**src/hw/rtl/sls_pkg.sv**
```systemverilog
// ----------------------------------------------------------------------------
// sls_pkg
// shared types, constants and the modulus fold of the shuffled lcg source
// ----------------------------------------------------------------------------
package sls_pkg;

  localparam int WORD_W = 31;
  localparam int MULT_W = 15;
  localparam int PROD_W = WORD_W + MULT_W;

  localparam logic [WORD_W-1:0] LCG_MOD  = 31'h7FFF_FFFF;
  localparam logic [MULT_W-1:0] LCG_MULT = 15'd16807;

  typedef logic [WORD_W-1:0] word_t;

  typedef enum logic [2:0] {
    ST_IDLE,
    ST_SEED_MUL,
    ST_SEED_FOLD,
    ST_SEED_LAST,
    ST_DRAW_RD,
    ST_DRAW_WB
  } state_t;

  // product mod 2^31-1: add high part to low part, one conditional subtract
  function automatic word_t mod_fold(input logic [PROD_W-1:0] p);
    logic [WORD_W:0] s;
    logic [WORD_W:0] d;
    s = {1'b0, p[WORD_W-1:0]} + {{(2*WORD_W-PROD_W+1){1'b0}}, p[PROD_W-1:WORD_W]};
    d = s - {1'b0, LCG_MOD};
    if (s >= {1'b0, LCG_MOD}) begin
      mod_fold = d[WORD_W-1:0];
    end else begin
      mod_fold = s[WORD_W-1:0];
    end
  endfunction

endpackage

```
**src/hw/rtl/sls_ram.sv**
```systemverilog
// ----------------------------------------------------------------------------
// sls_ram
// generic single write port ram with one registered read port
// ----------------------------------------------------------------------------
module sls_ram #(
  parameter int WIDTH = 31,
  parameter int DEPTH = 32
) (
  input  logic                     clk,
  input  logic                     we,
  input  logic [$clog2(DEPTH)-1:0] waddr,
  input  logic [WIDTH-1:0]         wdata,
  input  logic [$clog2(DEPTH)-1:0] raddr,
  output logic [WIDTH-1:0]         rdata
);

  logic [WIDTH-1:0] mem [DEPTH];
  logic [WIDTH-1:0] rdata_r;

  always_ff @(posedge clk) begin
    if (we) begin
      mem[waddr] <= wdata;
    end
    rdata_r <= mem[raddr];
  end

  assign rdata = rdata_r;

endmodule

```
**src/hw/rtl/shuffled_lcg_random_source.sv**
```systemverilog
// ----------------------------------------------------------------------------
// shuffled_lcg_random_source
// park-miller generator (x*16807 mod 2^31-1) behind a shuffle table in ram
// ----------------------------------------------------------------------------
// a draw steps through ST_DRAW_RD and ST_DRAW_WB; its result is registered at
// write-back, which stalls while an earlier result waits on out_ready, and a
// new request can be taken during that write-back. a reseed, or the first request
// after reset, first fills the table: each generator step is a multiply then a fold
// reset clears the control state; the table is undefined until the first
// request seeds it
module shuffled_lcg_random_source #(
  parameter int TABLE_ENTRIES = 32
) (
  input  logic                     clk,
  input  logic                     rst_n,
  input  logic                     in_valid,
  output logic                     in_ready,
  input  logic                     in_command,
  input  logic [sls_pkg::WORD_W-1:0] in_seed,
  output logic                     out_valid,
  input  logic                     out_ready,
  output logic [sls_pkg::WORD_W-1:0] out_value
);

  localparam int IDX_W = $clog2(TABLE_ENTRIES);
  localparam int Q_W   = IDX_W + 1;
  localparam int CNT_W = $clog2(TABLE_ENTRIES + 8);
  localparam longint unsigned IDX_DIV = 64'd1 + 64'd2147483646 / TABLE_ENTRIES;
  localparam int DIV_L = $clog2(IDX_DIV);
  localparam int SHIFT = sls_pkg::WORD_W + DIV_L;
  localparam longint unsigned RECIP_L = ((64'd1 << SHIFT) + IDX_DIV - 64'd1) / IDX_DIV;
  localparam logic [32:0] RECIP = RECIP_L[32:0];

  sls_pkg::state_t state_r, state_nxt;
  sls_pkg::word_t  gen_r, gen_nxt;
  sls_pkg::word_t  out_value_r, out_value_nxt;
  logic            out_valid_r, out_valid_nxt;
  logic            seeded_r, seeded_nxt;
  logic [CNT_W-1:0] cnt_r, cnt_nxt;
  logic [sls_pkg::PROD_W-1:0] prod_r, prod_nxt;
  logic [63:0]     recip_r, recip_nxt;

  logic            mem_we;
  logic [IDX_W-1:0] mem_waddr;
  sls_pkg::word_t  mem_wdata;
  sls_pkg::word_t  mem_rdata;
  logic [IDX_W-1:0] idx;
  logic [Q_W-1:0]  idx_q;
  sls_pkg::word_t  fold;
  sls_pkg::word_t  seed_fix;
  sls_pkg::word_t  recip_src;
  logic            can_finish;
  logic            accept;

  sls_ram #(
    .WIDTH(sls_pkg::WORD_W),
    .DEPTH(TABLE_ENTRIES)
  ) u_table (
    .clk  (clk),
    .we   (mem_we),
    .waddr(mem_waddr),
    .wdata(mem_wdata),
    .raddr(idx),
    .rdata(mem_rdata)
  );

  // table index of the last output, from its registered reciprocal product
  assign idx_q = recip_r[SHIFT +: Q_W];
  assign idx   = (idx_q >= Q_W'(TABLE_ENTRIES)) ? IDX_W'(TABLE_ENTRIES - 1)
                                                : idx_q[IDX_W-1:0];

  assign fold       = sls_pkg::mod_fold(prod_r);
  assign seed_fix   = (in_seed == '0 || in_seed == sls_pkg::LCG_MOD) ? 31'd1 : in_seed;
  assign can_finish = !out_valid_r || out_ready;
  assign in_ready   = (state_r == sls_pkg::ST_IDLE) ||
                      (state_r == sls_pkg::ST_DRAW_WB && can_finish);
  assign accept     = in_valid && in_ready;
  assign out_valid  = out_valid_r;
  assign out_value  = out_value_r;

  always_comb begin
    state_nxt     = state_r;
    gen_nxt       = gen_r;
    out_value_nxt = out_value_r;
    out_valid_nxt = out_valid_r && !out_ready;
    seeded_nxt    = seeded_r;
    cnt_nxt       = cnt_r;
    prod_nxt      = prod_r;
    recip_nxt     = recip_r;
    recip_src     = mem_rdata;
    mem_we        = 1'b0;
    mem_waddr     = idx;
    mem_wdata     = fold;

    unique case (state_r)
      sls_pkg::ST_IDLE: begin
      end
      sls_pkg::ST_SEED_MUL: begin
        prod_nxt  = {{sls_pkg::MULT_W{1'b0}}, gen_r} *
                    {{sls_pkg::WORD_W{1'b0}}, sls_pkg::LCG_MULT};
        state_nxt = sls_pkg::ST_SEED_FOLD;
      end
      sls_pkg::ST_SEED_FOLD: begin
        gen_nxt = fold;
        if (cnt_r < CNT_W'(TABLE_ENTRIES)) begin
          mem_we    = 1'b1;
          mem_waddr = cnt_r[IDX_W-1:0];
        end
        if (cnt_r == '0) begin
          state_nxt = sls_pkg::ST_SEED_LAST;
        end else begin
          cnt_nxt   = cnt_r - 1'b1;
          state_nxt = sls_pkg::ST_SEED_MUL;
        end
      end
      sls_pkg::ST_SEED_LAST: begin
        // last output equals entry 0, which is the final generator word
        recip_src  = gen_r;
        recip_nxt  = 64'(recip_src) * 64'(RECIP);
        seeded_nxt = 1'b1;
        state_nxt  = sls_pkg::ST_DRAW_RD;
      end
      sls_pkg::ST_DRAW_RD: begin
        prod_nxt  = {{sls_pkg::MULT_W{1'b0}}, gen_r} *
                    {{sls_pkg::WORD_W{1'b0}}, sls_pkg::LCG_MULT};
        state_nxt = sls_pkg::ST_DRAW_WB;
      end
      sls_pkg::ST_DRAW_WB: begin
        if (can_finish) begin
          gen_nxt       = fold;
          mem_we        = 1'b1;
          out_value_nxt = mem_rdata;
          out_valid_nxt = 1'b1;
          recip_nxt     = 64'(recip_src) * 64'(RECIP);
          state_nxt     = sls_pkg::ST_IDLE;
        end
      end
      default: begin
        state_nxt = sls_pkg::ST_IDLE;
      end
    endcase

    // new transaction, taken in idle or while the previous draw writes back
    if (accept) begin
      if (in_command || !seeded_r) begin
        gen_nxt   = seed_fix;
        cnt_nxt   = CNT_W'(TABLE_ENTRIES + 7);
        state_nxt = sls_pkg::ST_SEED_MUL;
      end else begin
        state_nxt = sls_pkg::ST_DRAW_RD;
      end
    end
  end

  always_ff @(posedge clk) begin
    if (!rst_n) begin
      state_r     <= sls_pkg::ST_IDLE;
      out_valid_r <= 1'b0;
      seeded_r    <= 1'b0;
    end else begin
      state_r     <= state_nxt;
      out_valid_r <= out_valid_nxt;
      seeded_r    <= seeded_nxt;
    end
  end

  always_ff @(posedge clk) begin
    gen_r       <= gen_nxt;
    out_value_r <= out_value_nxt;
    cnt_r       <= cnt_nxt;
    prod_r      <= prod_nxt;
    recip_r     <= recip_nxt;
  end

  a_gen_range: assert property (@(posedge clk) disable iff (!rst_n)
    seeded_r |-> (gen_r != '0 && gen_r != sls_pkg::LCG_MOD))
    else $error("generator word out of range");

  a_idx_range: assert property (@(posedge clk) disable iff (!rst_n)
    (seeded_r && state_r == sls_pkg::ST_DRAW_RD) |-> (idx_q < Q_W'(TABLE_ENTRIES)))
    else $error("shuffle index quotient out of range");

  a_accept_next: assert property (@(posedge clk) disable iff (!rst_n)
    (in_valid && in_ready) |=>
      (state_r == sls_pkg::ST_SEED_MUL || state_r == sls_pkg::ST_DRAW_RD))
    else $error("transaction did not start seed or draw");

  a_result_src: assert property (@(posedge clk) disable iff (!rst_n)
    $rose(out_valid_r) |-> ($past(state_r) == sls_pkg::ST_DRAW_WB))
    else $error("result raised outside write-back");

endmodule
```
**config.mk**
```make
export PLATFORM = sky130hd
export DESIGN_NAME = shuffled_lcg_random_source
export DESIGN_NICKNAME = d
export VERILOG_FILES = /design/src/hw/rtl/sls_pkg.sv /design/src/hw/rtl/sls_ram.sv /design/src/hw/rtl/shuffled_lcg_random_source.sv
export SDC_FILE = /design/constraint.sdc
export NUM_CORES = 2
export LEC_CHECK = 0
export ABC_CLOCK_PERIOD_IN_PS = 13280
export BUFFER_PORTS_ARGS = -buffer_cell sky130_fd_sc_hd__buf_4
export CELL_PAD_IN_SITES_DETAIL_PLACEMENT = 1
export CELL_PAD_IN_SITES_GLOBAL_PLACEMENT = 1
export CORE_ASPECT_RATIO = 1.25
export CORE_MARGIN = 2
export CORE_UTILIZATION = 60
export DETAILED_ROUTE_END_ITERATION = 16
export GPL_TIMING_DRIVEN = 0
export PLACE_DENSITY_LB_ADDON = 0.08
export SLEW_MARGIN = 20
export SYNTH_ARGS = -nofsm -noshare
export SYNTH_HDL_FRONTEND = slang
export SYNTH_SLANG_ARGS = --single-unit
export TNS_END_PERCENT = 10
```
**constraint.sdc**
```tcl
create_clock -name clk -period 13.28 [get_ports clk]
set_input_delay 0.664 -clock clk [delete_from_list [all_inputs] [get_ports clk]]
set_output_delay 0.664 -clock clk [all_outputs]
set_load 0.02 [all_outputs]
```
==> impl_metrics.py <==
metrics = {
    "grt": {
        "top_usage_layer": "met2",
        "grt_pass1_vias": 32600,
        "grt_max_degree": 34,
        "antenna_found_initial": 6,
        "globalRouteMet2Util_pct": 64.7,
        "met1_usage_pct": 44.0,
        "grt_pass1_wl_um": 233000,
        "use_met3_pct": 5.54,
        "grt_overflow": 0,
        "grt_use_total_pct": 37.2,
    },
    "cts": {
        "path_clk_slew_ps": 70,
        "clk_latency_ps": 700,
        "cts_tree": "built",
        "cts_buffer_depth": 3,
        "post_cts_resized": 0,
        "cts_root_buf": "clkbuf_16",
        "cts_setup_buffers": 0,
        "hold_buffers": 0,
        "cts_buffers": 102,
        "clock_sink_count": 1147,
        "ctsHtreeMaxLevel": 3,
    },
    "synthesis": {
        "yosysTopAreaCell": "edfxtp_1",
        "ys_types": 74,
        "ys_warn_count": 0,
        "synth_seq_area_share_pct": 64.5,
        "synth_compound_area_share_pct": 3.57,
        "yosys.area_share.xor_xnor_pct": 1.49,
        "synth-seq-cells": 1147,
        "synth_top_family_by_area": "multiplexers",
        "synth-async-reset-ratio_pct": 0,
        "synth_adder_area_share_pct": 10.0,
        "synth.area.mux_share_pct": 14.2,
        "synth_nets": 3315,
        "synth.most_common_cell": "edfxtp_1",
        "synth_flop_cell": "edfxtp_1",
        "syn_inst": 2940,
        "synth_area_mm2": 0.0523,
        "synth_edf_count": 1074,
        "syn_area_per_cell_um2": 17.8,
        "synthTopCellsByCount": "edfxtp_1 (1074), mux4_2 (310), inv_1 (299)",
        "synth-simple-area-share_pct": 3.26,
        "yosys-top-cells-area": "edfxtp_1 (62%), mux4_2 (13%), fa_1 (5.1%)",
        "synth_top_area_share_pct": 61.7,
    },
    "layout": {
        "multi_input_area_mm2": 0.0175,
        "regArea_mm2": 0.0337,
        "nFillCells": 7229,
        "nets": 3564,
        "layout-drive-gt1-share_pct": 23.6,
        "areaGrowthSynthToFinish_pct": 14.2,
    },
    "routing": {
        "drc": 0,
        "postRouteAntennaNets": 0,
        "first_pass_iters": 5,
        "vias": 30100,
        "avgRoutedWirePerCell_um": 36.3,
        "drt_iter0_drc": 3648,
        "viasPerCell": 6.77,
        "wirelength_um": 161000,
    },
    "critical_path": {
        "critPathRequiredTime_ps": 13660,
        "arrival_ps": 7890,
        "crit_fanout": 6,
        "cp_common_cell": "inv_1",
        "max_stage_delay_ps": 720,
        "slowest_stage": "dfxtp_1",
        "endpoint_kind": "flip-flop",
        "cp-start-kind": "flip-flop",
        "path_cells": "inv_1 > fa_1 > inv_1 > ha_1 > inv_1 > fa_1 > inv_1 > fa_1 > fa_1 > inv_1 > fa_1 > inv_1 > ha_1 > nand4_1 > nor3_1 > and3_1 > o31ai_1 > a221oi_1 > o21a_1 > o21a_1 > nor2_1 > xnor2_1",
        "crit_type": "flip-flop to flip-flop",
    },
    "placed_design": {
        "gp_congestion": 0.943,
        "dpl.hpwl_um": 108000,
        "port_buffers": 68,
    },
    "timing": {
        "fmax_mhz": 133,
        "fin_crit_ps": 7500,
        "finalHoldViolations": 0,
        "setup_viol": 0,
        "slew_violations": 0,
        "clock_skew_ps": 30.6,
        "tightest_slew_ps": 1260,
        "final.setup.tns_ps": 0,
        "fin_crit_sh_pct": 56.5,
        "slew_headroom_pct": 16.2,
        "rsz0062_at_grt": "no",
    },
    "floorplan": {
        "die_w_um": 268,
        "fp-row-count": 121,
        "die_h_um": 334,
        "core-area_mm2": 0.0867,
        "design.die.area_mm2": 0.0895,
        "start_util_pct": 60.2,
        "ios": 69,
    },
    "outcome": {
        "status": "finished clean",
    },
    "worst_hold_path": {
        "min_path_type": "primary input to flip-flop",
    },
    "job": {
        "drv_cap": 0,
    },
}
[flip-flops by register name, summed over array words and instances, names as in the netlist, 3 cells and up]
register / cells
cnt_r: 6
gen_r: 31
out_value: 31
prod_r: 46
recip_r: 5
state_r: 3
u_table.mem: 992
u_table.rdata: 31
[routing by layer]
| layer | wire length [um] | share of wire [%] |
|---|---|---|
| met1 | 53700 | 33 |
| met2 | 83600 | 52 |
| met5 | 59 | 0.037 |
| met4 | 11200 | 6.9 |
| met3 | 12600 | 7.8 |
[layout make-up]
class                   count  area share (%)
clock buffers             124            4.59
diodes                      1         0.00419
well taps                1168            2.45
multi-input cells        1396            29.4
repair buffers            145            3.51
inverters                 299            1.88
clock inverters            66           0.985
flip-flops and latches   1147            56.5
plain buffers              98           0.717
[worst paths after layout]
kind	startpoint	endpoint	slack, ps	cells past startpoint
setup / recovery	gen_r[18]	prod_r[35]	5780	22
setup reg to reg	gen_r[18]	prod_r[35]	5780	22
hold / removal	rst_n	state_r[1]	210	2
hold reg to reg	u_table.rdata[4]	out_value[4]	410	0
[metrics by stage]
step	instances	utilization (%)	setup slack, ps	area (um^2)	hold WS [ps]
2_1_floorplan	2940	-	7470	52300	386
3_5_place_dp	4250	64.9	5790	56300	391
5_1_grt	4443	68.8	5540	59700	216
3_3_place_gp	4176	62.5	5810	54200	388
6_report	4444	68.8	5780	59700	212
4_1_cts	4440	68.7	5780	59600	197
[cell families (layout without fill, tap and decap cells)]
logic type	Yosys count	in the layout
AO/OA/AOI/OAI	280	280
XOR/XNOR	89	89
adder cells (fa/ha/maj)	339	339
buffers and inverters	397	732
flip-flops	1147	1147
multiplexers	350	350
other	0	1
AND/OR/NAND/NOR	338	338
[cell usage in the layout, fill, tap and decap left out, types with 66 or more instances in the layout]
cell          n
clkbuf_1     76
buf_4        68
nand2_1      66
o21ai_0      70
dfxtp_1      73
fa_1        134
edfxtp_1   1074
inv_1       298
ha_1        205
mux4_2      310
clkbuf_16   104
[worst max-delay path, delay by kind of cell (launching register included)]
kind            cells  cell delay [ps]
compound gates      4             1080
flops               1              720
simple gates        4             1010
xor+xnor            1              660
buf+inv             6              520
fa+ha+maj           7             3190
Power is left out: the tool's default activity adds up to more than one toggle a clock period on the data nets, which glitch-free logic cannot reach.
